[src/hdl/assert_macros.svh]
// assertion helpers shared by the RTL
`ifndef ASSERT_MACROS_SVH
`define ASSERT_MACROS_SVH

// property checked on every rising clock, muted while reset is asserted
`define ASSERT_CLK(label, clk, rst_n, prop, msg) \
	label: assert property (@(posedge clk) disable iff (!(rst_n)) (prop)) else $error(msg);

// condition that must never be seen at a rising clock
`define ASSERT_NEVER(label, clk, rst_n, cond, msg) \
	`ASSERT_CLK(label, clk, rst_n, !(cond), msg)

`endif

[src/hdl/hcj_pkg.sv]
`default_nettype none

package hcj_pkg;

	localparam int PIXEL_BITS = 8;
	localparam logic [PIXEL_BITS-1:0] PIX_MAX = '1;

	localparam int GAIN_W = 16;
	localparam int HUE_W  = 16;
	localparam int FRAC_W = 16;
	localparam int GAIN_FRAC = 12;
	localparam int HUE_ONE = 1 << FRAC_W;

	// divider: radix-2 restoring, DIV_STEP quotient bits per stage
	localparam int DIV_QW     = 20;
	localparam int DIV_STEP   = 4;
	localparam int DIV_STAGES = DIV_QW / DIV_STEP;
	localparam int DIV_DW     = PIXEL_BITS + 3;
	localparam int DIV_RW     = DIV_DW + 1;
	localparam int DIV_NW     = PIXEL_BITS + DIV_QW;

	localparam int S_W    = FRAC_W + 1;
	localparam int SX_W   = S_W + GAIN_W - GAIN_FRAC;
	localparam int FAC_W  = SX_W + 1;
	localparam int VQ_W   = PIXEL_BITS + GAIN_W;
	localparam int PROD_W = VQ_W + 1 + FAC_W;
	localparam int PIX_SHIFT = 2 * FRAC_W - (FRAC_W - GAIN_FRAC);

	localparam int BACK_STAGES = 5;
	localparam int NSTAGE = 1 + DIV_STAGES + BACK_STAGES;

	localparam int APB_AW = 4;
	localparam int APB_DW = 32;

	typedef enum logic [1:0] {
		REG_GRAY,
		REG_HUE,
		REG_SAT,
		REG_VAL
	} reg_idx_t;

	typedef enum logic [2:0] {
		SEXT_0,
		SEXT_1,
		SEXT_2,
		SEXT_3,
		SEXT_4,
		SEXT_5,
		SEXT_6
	} sextant_t;

	typedef struct packed {
		logic gray_mode;
		logic signed [HUE_W-1:0] hue_shift;
		logic [GAIN_W-1:0] sat_gain;
		logic [GAIN_W-1:0] value_gain;
	} cfg_t;

	typedef struct packed {
		logic gray;
		logic [PIXEL_BITS-1:0] src;
		logic no_sat;
		logic no_hue;
	} side_t;

	typedef struct packed {
		logic [DIV_RW-1:0] rem;
		logic [DIV_STEP-1:0] q;
	} div_step_t;

	function automatic div_step_t div_step(input logic [DIV_RW-1:0] rem_i,
			input logic [DIV_DW-1:0] d, input logic [DIV_STEP-1:0] nbits);
		logic [DIV_RW-1:0] rem;
		logic [DIV_RW-1:0] sh;
		div_step_t res;
		rem = rem_i;
		res.q = '0;
		for (int i = DIV_STEP - 1; i >= 0; i--) begin
			sh = {rem[DIV_RW-2:0], nbits[i]};
			if (sh >= {1'b0, d}) begin
				rem = sh - {1'b0, d};
				res.q[i] = 1'b1;
			end else begin
				rem = sh;
			end
		end
		res.rem = rem;
		return res;
	endfunction

	// Q12 value times Q16 factor, rounded half up to pixel units and clamped
	function automatic logic [PIXEL_BITS-1:0] to_pixel(input logic signed [PROD_W-1:0] prod);
		logic [PROD_W:0] sum;
		logic [PROD_W-PIX_SHIFT-1:0] u;
		logic [PIXEL_BITS-1:0] res;
		sum = {1'b0, prod} + (PROD_W + 1)'(1 << (PIX_SHIFT - 1));
		u = sum[PROD_W-1:PIX_SHIFT];
		if (prod <= 0)
			res = '0;
		else if (u > (PROD_W - PIX_SHIFT)'(PIX_MAX))
			res = PIX_MAX;
		else
			res = u[PIXEL_BITS-1:0];
		return res;
	endfunction

	// Q12 value at unit factor
	function automatic logic [PIXEL_BITS-1:0] round_v(input logic [VQ_W-1:0] vq);
		logic [VQ_W:0] sum;
		logic [VQ_W-GAIN_FRAC:0] u;
		logic [PIXEL_BITS-1:0] res;
		sum = {1'b0, vq} + (VQ_W + 1)'(1 << (GAIN_FRAC - 1));
		u = sum[VQ_W:GAIN_FRAC];
		if (u > (VQ_W - GAIN_FRAC + 1)'(PIX_MAX))
			res = PIX_MAX;
		else
			res = u[PIXEL_BITS-1:0];
		return res;
	endfunction

endpackage

`default_nettype wire

[src/hdl/hcj_div.sv]
`default_nettype none

module hcj_div (
	input  wire logic clk,
	input  wire logic [hcj_pkg::DIV_STAGES-1:0] en,
	input  wire logic [hcj_pkg::DIV_NW-1:0] n,
	input  wire logic [hcj_pkg::DIV_DW-1:0] d,
	output logic [hcj_pkg::DIV_QW-1:0] q
);
	import hcj_pkg::*;

	// remainder, dividend and divisor ride along to the next stage
	logic [DIV_RW-1:0] rem_s [DIV_STAGES-1];
	logic [DIV_QW-1:0] n_s   [DIV_STAGES-1];
	logic [DIV_DW-1:0] d_s   [DIV_STAGES-1];
	logic [DIV_QW-1:0] q_s   [DIV_STAGES];

	for (genvar k = 0; k < DIV_STAGES; k++) begin : g_stage
		logic [DIV_RW-1:0] rem_in;
		logic [DIV_QW-1:0] n_in;
		logic [DIV_DW-1:0] d_in;
		logic [DIV_QW-1:0] q_in;
		div_step_t st;

		if (k == 0) begin : g_first
			assign rem_in = DIV_RW'(n[DIV_NW-1:DIV_QW]);
			assign n_in = n[DIV_QW-1:0];
			assign d_in = d;
			assign q_in = '0;
		end else begin : g_next
			assign rem_in = rem_s[k-1];
			assign n_in = n_s[k-1];
			assign d_in = d_s[k-1];
			assign q_in = q_s[k-1];
		end

		assign st = div_step(rem_in, d_in, n_in[DIV_QW-1-k*DIV_STEP -: DIV_STEP]);

		always_ff @(posedge clk) begin
			if (en[k])
				q_s[k] <= {q_in[DIV_QW-DIV_STEP-1:0], st.q};
		end

		if (k < DIV_STAGES - 1) begin : g_carry
			always_ff @(posedge clk) begin
				if (en[k]) begin
					rem_s[k] <= st.rem;
					n_s[k] <= n_in;
					d_s[k] <= d_in;
				end
			end
		end
	end

	assign q = q_s[DIV_STAGES-1];

endmodule

`default_nettype wire

[config.mk]
export PLATFORM = sky130hd
export DESIGN_NAME = hcj_div
export DESIGN_NICKNAME = d
export VERILOG_FILES = /design/src/hdl/assert_macros.svh /design/src/hdl/hcj_pkg.sv /design/src/hdl/hcj_div.sv
export SDC_FILE = /design/constraint.sdc
export NUM_CORES = 1
export LEC_CHECK = 0
export ABC_CLOCK_PERIOD_IN_PS = 11400
export BUFFER_PORTS_ARGS = -buffer_cell sky130_fd_sc_hd__buf_2
export CORE_MARGIN = 2
export CORE_UTILIZATION = 64
export DETAILED_ROUTE_END_ITERATION = 7
export HOLD_SLACK_MARGIN = 0.02
export PLACE_DENSITY_LB_ADDON = 0.08
export SETUP_SLACK_MARGIN = 0.02
export SLEW_MARGIN = 40
export SYNTH_ARGS = -nofsm -noshare
export SYNTH_HDL_FRONTEND = slang
export SYNTH_SLANG_ARGS = --single-unit
[constraint.sdc]
create_clock -name clk -period 11.4 [get_ports clk]
set_clock_uncertainty 0.05 [all_clocks]
set_input_delay 2.28 -clock clk [delete_from_list [all_inputs] [get_ports clk]]
set_output_delay 2.28 -clock clk [all_outputs]
set_load 0.005 [all_outputs]
==> impl_metrics.json <==
{
  "clk_path_buf_depth": 2,
  "synth_edf_count": 188,
  "nNetsFinal": 2142,
  "remaining_drc_errors": 0,
  "crit_arrival_ns": 10.85,
  "die_w_um": 169,
  "yosysSeqAreaShare_pct": 32.4,
  "clkSinkCount": 188,
  "area_delta_synth_final_pct": 7.99,
  "final_cell_mix": "ha_1 (218), edfxtp_1 (188), inv_1 (151)",
  "first_pass_iters": 5,
  "synth_cell_types": 76,
  "crit_path_end_kind": "flip-flop",
  "clock-root-buffer": "clkbuf_16",
  "maxCapViolCount": 0,
  "cts_buffers": 17,
  "slew_violations": 0,
  "async_flop_share_pct": 0,
  "hpwlAfterDp_mm": 31.7,
  "grt_pass1_vias": 13192,
  "tns_ns": 0,
  "finalCritPeriodShare_pct": 93.9,
  "drtIter0Drc": 945,
  "fin_area_um2": 18800,
  "ys_warn_count": 0,
  "insertion_delay_ns": 0.45,
  "syn_inst": 1786,
  "cp_max_fo": 13,
  "clk_pin_slew_ns": 0.08,
  "drive_gt1_share_pct": 12.9,
  "overflow": 0,
  "initial_core_util_pct": 64.9,
  "syn_area_per_cell_um2": 9.74,
  "die-height_um": 169,
  "grt_usage_pct": 28.0,
  "rsz0062_at_grt": "false",
  "slowest_delay_ns": 0.57,
  "r2r_start": "d_s[2][1]",
  "cp-start-kind": "flip-flop",
  "period_minus_slack_ns": 10.70,
  "dr_total_vias": 13735,
  "grt_max_degree": 43,
  "fmaxAchievable_mhz": 93.5,
  "finalHoldViolCount": 0,
  "synthesis.nets": 2068,
  "required_ns": 11.55,
  "hold_start": "q_s[0][64]",
  "critPathSlowestCell": "edfxtp_1",
  "slew_headroom_pct": 42.1,
  "tightest_slew_ns": 0.869,
  "netlist_area_um2": 17400,
  "rows": 60,
  "critical_path_class": "flip-flop to flip-flop",
  "die_area_um2": 28500,
  "status": "complete, no violations",
  "htreeDepth": 4,
  "design.core.area_um2": 26800,
  "placed_cell_area_um2": 18100,
  "final_common_cell": "ha_1",
  "multi_input_area_um2": 11100,
  "hp-class": "flip-flop to flip-flop",
  "gp_congestion": 0.900,
  "cts_tree": "yes",
  "routedWlPerCell_um": 18.0,
  "diodes": 0,
  "ant_nets": 0,
  "startpoint": "d_s[2][1]",
  "synth-seq-cells": 188,
  "via_per_inst": 6.20,
  "nFillCells": 2044,
  "io_pins": 65,
  "io_buffer_count": 64,
  "antenna_found_initial": 0,
  "regArea_um2": 5650,
  "routed_wl_mm": 39.8,
  "ys.flop_type": "edfxtp_1",
  "setup_viol": 0,
  "grt_pass1_wl_mm": 63.8
}
==> worst max-delay path, delay by kind of cell, from the launching register on <==
| family | cells | cell delay, ns |
|---|---|---|
| AO/OA/AOI/OAI | 17 | 4.55 |
| AND/OR/NAND/NOR | 7 | 1.62 |
| multiplexers | 4 | 1.21 |
| adder cells (fa/ha/maj) | 4 | 1.50 |
| buffers and inverters | 4 | 0.92 |
| flip-flops | 1 | 0.57 |
==> routing by layer <==
| metal | routed length, um | track usage [%] |
|---|---|---|
| met1 | 17800 | 36.7 |
| met2 | 19200 | 47.9 |
| met3 | 1780 | 3.60 |
| met4 | 1090 | 9.78 |
| met5 | 0 | 0 |
==> final timing paths <==
path,depth (start not counted),slack (ns),end
worst min-delay path,0,0.36,q_s[0][88]
worst max register to register,36,0.70,rem_s[3][7]
worst max-delay path,36,0.70,rem_s[3][7]
worst min register to register,0,0.36,q_s[0][88]
==> sequential cells by signal (all words and copies together) (netlist names) <==
register / cells
d_s: 44
rem_s: 44
n_s: 40
q_s: 60
==> per-stage QoR <==
step / std cells / utilization, % / setup slack, ns / hold slack (ns)
after detailed placement: 2178 / 67.5 / 0.285 / 0.355
after CTS: 2210 / 69.8 / 0.402 / 0.364
after global placement: 2178 / 67.5 / 0.507 / 0.352
after floorplan: 1786 / - / 1.04 / 0.350
final: 2214 / 70.1 / 0.700 / 0.365
after global routing: 2214 / 70.1 / 0.0584 / 0.370
==> repair_timing <==
| action | 4_1_cts | 5_1_grt |
|---|---|---|
| hold buffers | 0 | 0 |
| endpoints found under the setup margin | 0 | 13 |
| buffers inserted | 0 | 4 |
| resized for setup | 0 | 4 |
==> cell usage after synthesis (38+ instances only) <==
master	n	area share, %
a21o_1	38	1.6
a21oi_1	112	3.2
edfxtp_1	188	32
ha_1	218	16
inv_1	152	3.3
mux2_2	99	6.4
nand2_1	90	1.9
nor2_1	133	2.9
nor2b_1	46	1.7
nor3_1	53	1.5
o21ai_0	101	2.9
xnor2_1	75	3.8
xor2_1	47	2.4
==> layout make-up <==
type | count | share of cell area (%)
clock inverters | 15 | 1.01
flip-flops and latches | 188 | 30.0
inverters | 157 | 3.16
repair buffers | 77 | 2.34
clock buffers | 17 | 2.26
multi-input cells | 1419 | 58.9
well taps | 341 | 2.27
==> cell families (layout without fill, tap and decap cells) <==
logic type / Yosys count / count (layout) / share of synthesized area [%]
xor+xnor: 122 / 122 / 6.14
buf+inv: 179 / 266 / 4.09
simple gates: 490 / 490 / 14.1
mux: 143 / 143 / 9.23
fa+ha+maj: 237 / 237 / 17.9
flops: 188 / 188 / 32.4
compound gates: 427 / 427 / 16.1
Power is left out: the tool's default activity adds up to more than one toggle a clock period on the data nets, which glitch-free logic cannot reach.
