==> config.mk <==
export PLATFORM = sky130hd
export DESIGN_NAME = hcj_cfg
export DESIGN_NICKNAME = d
export VERILOG_FILES = /design/src/hdl/assert_macros.svh /design/src/hdl/hcj_pkg.sv /design/src/hdl/hcj_cfg.sv
export SDC_FILE = /design/constraint.sdc
export NUM_CORES = 1
export LEC_CHECK = 0
export CAP_MARGIN = 10
export CORE_ASPECT_RATIO = 0.9
export CORE_UTILIZATION = 61
export CTS_CLUSTER_DIAMETER = 80
export CTS_CLUSTER_SIZE = 28
export DETAILED_ROUTE_END_ITERATION = 8
export DONT_BUFFER_PORTS = 1
export MAX_ROUTING_LAYER = met4
export PLACE_DENSITY = 0.76
export SYNTH_ARGS = -nofsm -noshare
export SYNTH_HDL_FRONTEND = slang
export SYNTH_SLANG_ARGS = --single-unit
export TNS_END_PERCENT = 30
==> constraint.sdc <==
create_clock -name clk -period 4.2 [get_ports clk]
set_input_delay 0.42 -clock clk [delete_from_list [all_inputs] [get_ports clk]]
set_output_delay 0.42 -clock clk [all_outputs]
set_load 0.05 [all_outputs]
==> src/hdl/assert_macros.svh <==
// assertion helpers shared by the RTL
`ifndef ASSERT_MACROS_SVH
`define ASSERT_MACROS_SVH

// property checked on every rising clock, muted while reset is asserted
`define ASSERT_CLK(label, clk, rst_n, prop, msg) \
	label: assert property (@(posedge clk) disable iff (!(rst_n)) (prop)) else $error(msg);

// condition that must never be seen at a rising clock
`define ASSERT_NEVER(label, clk, rst_n, cond, msg) \
	`ASSERT_CLK(label, clk, rst_n, !(cond), msg)

`endif

==> src/hdl/hcj_pkg.sv <==
`default_nettype none

package hcj_pkg;

	localparam int PIXEL_BITS = 8;
	localparam logic [PIXEL_BITS-1:0] PIX_MAX = '1;

	localparam int GAIN_W = 16;
	localparam int HUE_W  = 16;
	localparam int FRAC_W = 16;
	localparam int GAIN_FRAC = 12;
	localparam int HUE_ONE = 1 << FRAC_W;

	// divider: radix-2 restoring, DIV_STEP quotient bits per stage
	localparam int DIV_QW     = 20;
	localparam int DIV_STEP   = 4;
	localparam int DIV_STAGES = DIV_QW / DIV_STEP;
	localparam int DIV_DW     = PIXEL_BITS + 3;
	localparam int DIV_RW     = DIV_DW + 1;
	localparam int DIV_NW     = PIXEL_BITS + DIV_QW;

	localparam int S_W    = FRAC_W + 1;
	localparam int SX_W   = S_W + GAIN_W - GAIN_FRAC;
	localparam int FAC_W  = SX_W + 1;
	localparam int VQ_W   = PIXEL_BITS + GAIN_W;
	localparam int PROD_W = VQ_W + 1 + FAC_W;
	localparam int PIX_SHIFT = 2 * FRAC_W - (FRAC_W - GAIN_FRAC);

	localparam int BACK_STAGES = 5;
	localparam int NSTAGE = 1 + DIV_STAGES + BACK_STAGES;

	localparam int APB_AW = 4;
	localparam int APB_DW = 32;

	typedef enum logic [1:0] {
		REG_GRAY,
		REG_HUE,
		REG_SAT,
		REG_VAL
	} reg_idx_t;

	typedef enum logic [2:0] {
		SEXT_0,
		SEXT_1,
		SEXT_2,
		SEXT_3,
		SEXT_4,
		SEXT_5,
		SEXT_6
	} sextant_t;

	typedef struct packed {
		logic gray_mode;
		logic signed [HUE_W-1:0] hue_shift;
		logic [GAIN_W-1:0] sat_gain;
		logic [GAIN_W-1:0] value_gain;
	} cfg_t;

	typedef struct packed {
		logic gray;
		logic [PIXEL_BITS-1:0] src;
		logic no_sat;
		logic no_hue;
	} side_t;

	typedef struct packed {
		logic [DIV_RW-1:0] rem;
		logic [DIV_STEP-1:0] q;
	} div_step_t;

	function automatic div_step_t div_step(input logic [DIV_RW-1:0] rem_i,
			input logic [DIV_DW-1:0] d, input logic [DIV_STEP-1:0] nbits);
		logic [DIV_RW-1:0] rem;
		logic [DIV_RW-1:0] sh;
		div_step_t res;
		rem = rem_i;
		res.q = '0;
		for (int i = DIV_STEP - 1; i >= 0; i--) begin
			sh = {rem[DIV_RW-2:0], nbits[i]};
			if (sh >= {1'b0, d}) begin
				rem = sh - {1'b0, d};
				res.q[i] = 1'b1;
			end else begin
				rem = sh;
			end
		end
		res.rem = rem;
		return res;
	endfunction

	// Q12 value times Q16 factor, rounded half up to pixel units and clamped
	function automatic logic [PIXEL_BITS-1:0] to_pixel(input logic signed [PROD_W-1:0] prod);
		logic [PROD_W:0] sum;
		logic [PROD_W-PIX_SHIFT-1:0] u;
		logic [PIXEL_BITS-1:0] res;
		sum = {1'b0, prod} + (PROD_W + 1)'(1 << (PIX_SHIFT - 1));
		u = sum[PROD_W-1:PIX_SHIFT];
		if (prod <= 0)
			res = '0;
		else if (u > (PROD_W - PIX_SHIFT)'(PIX_MAX))
			res = PIX_MAX;
		else
			res = u[PIXEL_BITS-1:0];
		return res;
	endfunction

	// Q12 value at unit factor
	function automatic logic [PIXEL_BITS-1:0] round_v(input logic [VQ_W-1:0] vq);
		logic [VQ_W:0] sum;
		logic [VQ_W-GAIN_FRAC:0] u;
		logic [PIXEL_BITS-1:0] res;
		sum = {1'b0, vq} + (VQ_W + 1)'(1 << (GAIN_FRAC - 1));
		u = sum[VQ_W:GAIN_FRAC];
		if (u > (VQ_W - GAIN_FRAC + 1)'(PIX_MAX))
			res = PIX_MAX;
		else
			res = u[PIXEL_BITS-1:0];
		return res;
	endfunction

endpackage

`default_nettype wire

==> src/hdl/hcj_cfg.sv <==
`default_nettype none

module hcj_cfg (
	input  wire logic clk,
	input  wire logic arst_n,
	input  wire logic psel,
	input  wire logic penable,
	input  wire logic pwrite,
	input  wire logic [hcj_pkg::APB_AW-1:0] paddr,
	input  wire logic [hcj_pkg::APB_DW-1:0] pwdata,
	output logic [hcj_pkg::APB_DW-1:0] prdata,
	output logic pready,
	output hcj_pkg::cfg_t cfg
);
	import hcj_pkg::*;

	cfg_t cfg_q;
	reg_idx_t idx;

	assign idx = reg_idx_t'(paddr[APB_AW-1:2]);
	assign pready = 1'b1;
	assign cfg = cfg_q;

	always_ff @(posedge clk or negedge arst_n) begin
		if (!arst_n) begin
			cfg_q.gray_mode <= 1'b0;
			cfg_q.hue_shift <= '0;
			cfg_q.sat_gain <= GAIN_W'(1 << GAIN_FRAC);
			cfg_q.value_gain <= GAIN_W'(1 << GAIN_FRAC);
		end else if (psel && penable && pwrite) begin
			unique case (idx)
				REG_GRAY: cfg_q.gray_mode <= pwdata[0];
				REG_HUE:  cfg_q.hue_shift <= pwdata[HUE_W-1:0];
				REG_SAT:  cfg_q.sat_gain <= pwdata[GAIN_W-1:0];
				REG_VAL:  cfg_q.value_gain <= pwdata[GAIN_W-1:0];
				default:  ;
			endcase
		end
	end

	always_comb begin
		unique case (idx)
			REG_GRAY: prdata = APB_DW'(cfg_q.gray_mode);
			REG_HUE:  prdata = APB_DW'(cfg_q.hue_shift);
			REG_SAT:  prdata = APB_DW'(cfg_q.sat_gain);
			REG_VAL:  prdata = APB_DW'(cfg_q.value_gain);
			default:  prdata = '0;
		endcase
	end

endmodule

`default_nettype wire

==> results.toml, run 1 <==
[synth]
synth_cell_type_count = 21
ys_seq_area_share_pct = 51.4
ys_ff_latch = 49
avgSynthCellArea_um2 = 14.7
synthesis.area_um2 = 2390
yosys_warnings = 0
synthCells = 163
syn-num-nets = 204

[power_and_ir_drop]
p_leak_nw = 1.10
p_per_area_nw_per_um2 = 712
peakVddDrop_uv = 340
power_mw = 1.73

[clock_network]
clockBufferDepth = 2
cts_tree = "done"
clkTransAtPathRegs_ns = 0.09
cts_root_buffer = "clkbuf_8"
cts-htree-levels = 2
clk_latency_ns = 0.29
clock-sinks = 49
post-cts-setup-buffers = 0
cts_buffers = 5

[route]
first_pass_iters = 2
avgViaCountPerCell = 6.53
drc = 0
wirelength_um = 4750
vias = 1293
ant_nets = 0
detail_route.wl_per_cell_um = 24.0
drtIter0Drc = 37

[timing]
timing.fmax_mhz = 407
skew_ns = 0
setup_ws_ns = 1.74
period_share_pct = 58.5
fin_crit_ns = 2.46
hold_slack_ns = 0.267
finalSetupViolations = 0
tightest_slew_ns = 0.993
timing.final.max_slew_violations = 0
finalHoldViolations = 0
relSlewSlack_pct = 33.8
setup_tns_ns = 0
rsz0062_at_grt = "no"

[cells_and_area]
fin_area_um2 = 2440
diodes = 0
nets = 192
largest_register_ff_count = 49
syn_to_final_growth_pct = 1.83
drive_gt1_share_pct = 55.3
stdcell_count = 198
multi_input_area_um2 = 976
regArea_um2 = 1230
fill_cells = 281
final_cell_mix = "54 x mux2_2, 47 x dfrtp_1, 14 x a22o_1"
final_core_util_pct = 65.3
final_common_cell = "mux2_2"

[worst_setup_path]
crit_fanout = 10
rr_endpoint = "cfg[7]"
crit_required_ns = 3.78
start_kind = "register"
r2r_start = "cfg[7]"
critPathArrivalTime_ns = 2.04
crit_type = "register to primary output"
end_kind = "primary output"
r2r_setup_slack_ns = 3.14
rr_worst_depth = 1

[place]
pre_cts_slack_ns = 2.06
io_buffers = 0
dpl.cell_count = 188
dpl.hpwl_um = 3170
placed_area_um2 = 2310
gp_congestion = 0.631

[hold_path]
min_from = "pwdata[5]"
hold_class = "input pin to register"
whs_path_depth = 1
whs_endpoint = "cfg[5]"

[global_route]
antenna_found_initial = 0
grt_pass1_wl_um = 6920
grt_pass1_vias = 1360
gr-total-overflow = 0
grt_max_degree = 50
grt.total_usage_pct = 24.4

[job]
maxCapViolCount = 0

[floorplanning]
fp-row-count = 21
dieWidth_um = 68.0
dieArea_um2 = 4180
start_util_pct = 64.1
io-pin-count = 123
die_h_um = 61.4
core_area_um2 = 3730

[run_status]
outcome = "finished, final reports clean"
-- critical path, stage by stage, from the launching register on --
cell and delay (ns):
dfrtp_1 0.66, and2_4 0.57, buf_16 0.50
-- worst max-delay path by stage --
stage / start / to
2_1_floorplan: paddr[2] / prdata[15]
3_3_place_gp: cfg[47] / prdata[17]
3_5_place_dp: cfg[47] / prdata[17]
4_1_cts: cfg[47] / prdata[17]
5_1_grt: cfg[47] / prdata[17]
6_report: cfg[47] / prdata[17]
-- report_power, final --
| group | leakage [nW] | switching, mW | total (mW) | internal, mW |
|---|---|---|---|---|
| sequential | 0.597 | 0.501 | 1.08 | 0.577 |
| combinational | 0.457 | 0.232 | 0.391 | 0.158 |
| clock | 0.0439 | 0.150 | 0.265 | 0.115 |
-- what timing repair did --
action | CTS | global route
gates resized for setup | 0 | 0
endpoints found under the hold margin | 49 | 0
hold buffers | 2 | 0
-- cell type report --
cell class,count,share of cell area [%]
Clock buffer,5,2.82
Clock inverter,3,0.719
Multi-Input combinational cell,89,40.1
Sequential cell,49,50.4
Tap cell,46,2.36
Timing Repair Buffer,6,3.60
-- cell usage after synthesis (all sizes together) --
master,count,share of area (%)
dfstp,2,2.2
nor3b,1,0.52
nor2,1,0.26
clkbuf,1,0.16
a22o,14,5.1
mux4,1,0.94
nor2b,1,0.26
or3b,1,0.37
nor3,1,0.21
dfrtp,47,49
a21o,1,0.31
mux2,64,32
nand3,1,0.42
buf,24,7.8
nand2,1,0.16
conb,1,0.16
and2,1,0.26
-- cell families (layout without fill, tap and decap cells) --
group           count (synthesis)  count (layout)  share of synthesized area [%]
simple gates                    8               8                           2.46
flops                          49              49                           51.4
mux                            65              65                           32.6
other cells                     1               1                          0.157
compound gates                 15              15                           5.44
buf+inv                        25              14                           7.95
-- layer usage --
metal	global-route usage, %	vias up	share of wire [%]
met1	28.9	686	41
met5	-	-	0
li1	-	550	-
met4	7.14	0	0.65
met3	7.04	5	7.0
met2	40.5	52	51
Power figures use the tool's default switching activity.
==> run 2, diff against run 1 <==
--- a/config.mk
+++ b/config.mk
@@ -7,13 +7,13 @@
 export LEC_CHECK = 0
 export CAP_MARGIN = 10
 export CORE_ASPECT_RATIO = 0.9
-export CORE_UTILIZATION = 61
+export CORE_UTILIZATION = 56
 export CTS_CLUSTER_DIAMETER = 80
 export CTS_CLUSTER_SIZE = 28
 export DETAILED_ROUTE_END_ITERATION = 8
 export DONT_BUFFER_PORTS = 1
 export MAX_ROUTING_LAYER = met4
-export PLACE_DENSITY = 0.76
+export PLACE_DENSITY = 0.73
 export SYNTH_ARGS = -nofsm -noshare
 export SYNTH_HDL_FRONTEND = slang
 export SYNTH_SLANG_ARGS = --single-unit
==> constraint.sdc (replaced) <==
create_clock -name clk -period 2.2 [get_ports clk]
set_input_delay 0.22 -clock clk [delete_from_list [all_inputs] [get_ports clk]]
set_output_delay 0.22 -clock clk [all_outputs]
set_load 0.05 [all_outputs]
==> run 2 against run 1 <==
Against the previous run:
- the flow now finishes with violations (DRC)
- first-iteration DRC count increased by 46%
- total power grew 97%
- sequential cell count stayed put
- global-route usage is 0.51 points lower
- largest power group unchanged
- highest routed layer unchanged
==> results.toml, run 2 (same netlist as run 1, synthesis figures left out) <==
[global_route]
grt.total_usage_pct = 23.9
grt_pass1_vias = 1514
grt_max_degree = 50
grt_pass1_wl_um = 7770
gr-total-overflow = 0
antenna_found_initial = 0

[run_status]
outcome = "complete, but fails checks"
violations = "DRC"

[clock_network]
post-cts-setup-buffers = 0
cts-hold-fix-buffers = 2
cts_tree = "done"
clk_latency_ns = 0.29
clock-sinks = 49
clkTransAtPathRegs_ns = 0.08
cts_root_buffer = "clkbuf_8"
cts_resized = 0
cts-htree-levels = 2
clockBufferDepth = 2
cts_buffers = 5

[floorplanning]
dieWidth_um = 70.9
io-pin-count = 123
dieArea_um2 = 4540
die_h_um = 64.0
start_util_pct = 58.7
core_area_um2 = 4070
fp-row-count = 22

[worst_setup_path]
crit_required_ns = 1.98
crit_fanout = 3
end_kind = "primary output"
crit_type = "register to primary output"
critPathArrivalTime_ns = 1.67
start_kind = "register"

[power_and_ir_drop]
p_comb_share_pct = 25.1
p_leak_nw = 1.20
p_seq_share_pct = 59.9
p_per_area_nw_per_um2 = 1310
power_switching_mw = 1.67
internal-power_mw = 1.74
p_clk_share_pct = 15.0
netSwitchingFraction_pct = 49.1
peakVddDrop_uv = 774

[route]
avgViaCountPerCell = 6.17
wirelength_um = 4910
first_pass_iters = 6
ant_nets = 0
drtIter0Drc = 54
vias = 1345
drc = 14
detail_route.wl_per_cell_um = 22.5

[timing]
relSlewSlack_pct = 36.6
setup_tns_ns = 0
finalSetupViolations = 0
period_share_pct = 85.9
skew_ns = 0
timing.final.max_slew_violations = 0
fin_crit_ns = 1.89
timing.fmax_mhz = 529
finalHoldViolations = 0
tightest_slew_ns = 0.951
rsz0062_at_grt = "no"

[cells_and_area]
multi_input_area_um2 = 976
drive_gt1_share_pct = 59.4
stdcell_count = 218
diodes = 0
fill_cells = 309
regArea_um2 = 1230
nets = 211
largest_register_ff_count = 49
syn_to_final_growth_pct = 8.42
final_cell_mix = "54 x mux2_2, 47 x dfrtp_1, 21 x buf_4"
final_common_cell = "mux2_2"

[job]
maxCapViolCount = 0

[place]
io_buffers = 0
gp_congestion = 0.703
dpl.cell_count = 209
dpl.hpwl_um = 3420

[hold_path]
hold_class = "input pin to register"
## run 2: cell count changes in the layout (fill, tap and decap cells not counted), sizes merged
| cell | change |
|---|---|
| clkbuf | +2 |
| buf | +19 |
| clkinv | -2 |
| clkinvlp | -1 |
## run 2: metrics by stage
step                      instance area (um^2)  hold WS [ns]  power (mW)  utilization [%]  worst slack [ns]
after global routing                      2590        0.0524        3.54             63.7             0.265
final                                     2590        0.0710        3.41             63.7             0.310
after detailed placement                  2470       -0.0745        2.90             60.6             0.504
after floorplan                           2390       -0.0756        2.73                -             0.126
after global placement                    2470       -0.0746        2.85             60.6             0.494
after CTS                                 2590        0.0603        3.44             63.7             0.296
## run 2: final cells by class
class / count / area share (%)
multi-input cells: 89 / 37.6
flip-flops and latches: 49 / 47.4
repair buffers: 25 / 9.36
well taps: 48 / 2.32
clock buffers: 7 / 3.33
## run 2: worst max-delay path, stage by stage, from the launching register on
cell and delay (ns):
dfrtp_1 0.59, mux2_2 0.36, a22o_1 0.24, buf_4 0.19
## run 2: path summary, 6_finish.rpt
path | startpoint | endpoint | slack [ns] | cells after the start
setup reg to reg | cfg[2] | cfg[2] | 1.14 | 1
hold reg to reg | cfg[28] | cfg[28] | 0.76 | 1
setup / recovery | cfg[23] | prdata[7] | 0.31 | 3
max in group asynchronous | arst_n | cfg[28] | 1.49 | 2
hold / removal | pwdata[9] | cfg[25] | 0.07 | 1
min in group asynchronous | arst_n | cfg[30] | 0.44 | 2
## run 2: routing by layer
| metal | vias up | share of wire [%] | track usage, % |
|---|---|---|---|
| met5 | - | 0 | - |
| met2 | 54 | 53 | 41.0 |
| li1 | 585 | - | - |
| met4 | 0 | 0.90 | 7.75 |
| met1 | 700 | 41 | 27.6 |
| met3 | 6 | 5.9 | 6.15 |
## run 2: power by group through the flow
stage / sequential, mW / combinational (mW) / clock [mW]
floorplan: 2.02 / 0.710 / 0
global placement: 2.04 / 0.810 / 0
detailed placement: 2.06 / 0.838 / 0
CTS: 2.04 / 0.865 / 0.532
global route: 2.07 / 0.898 / 0.567
finish: 2.04 / 0.856 / 0.512
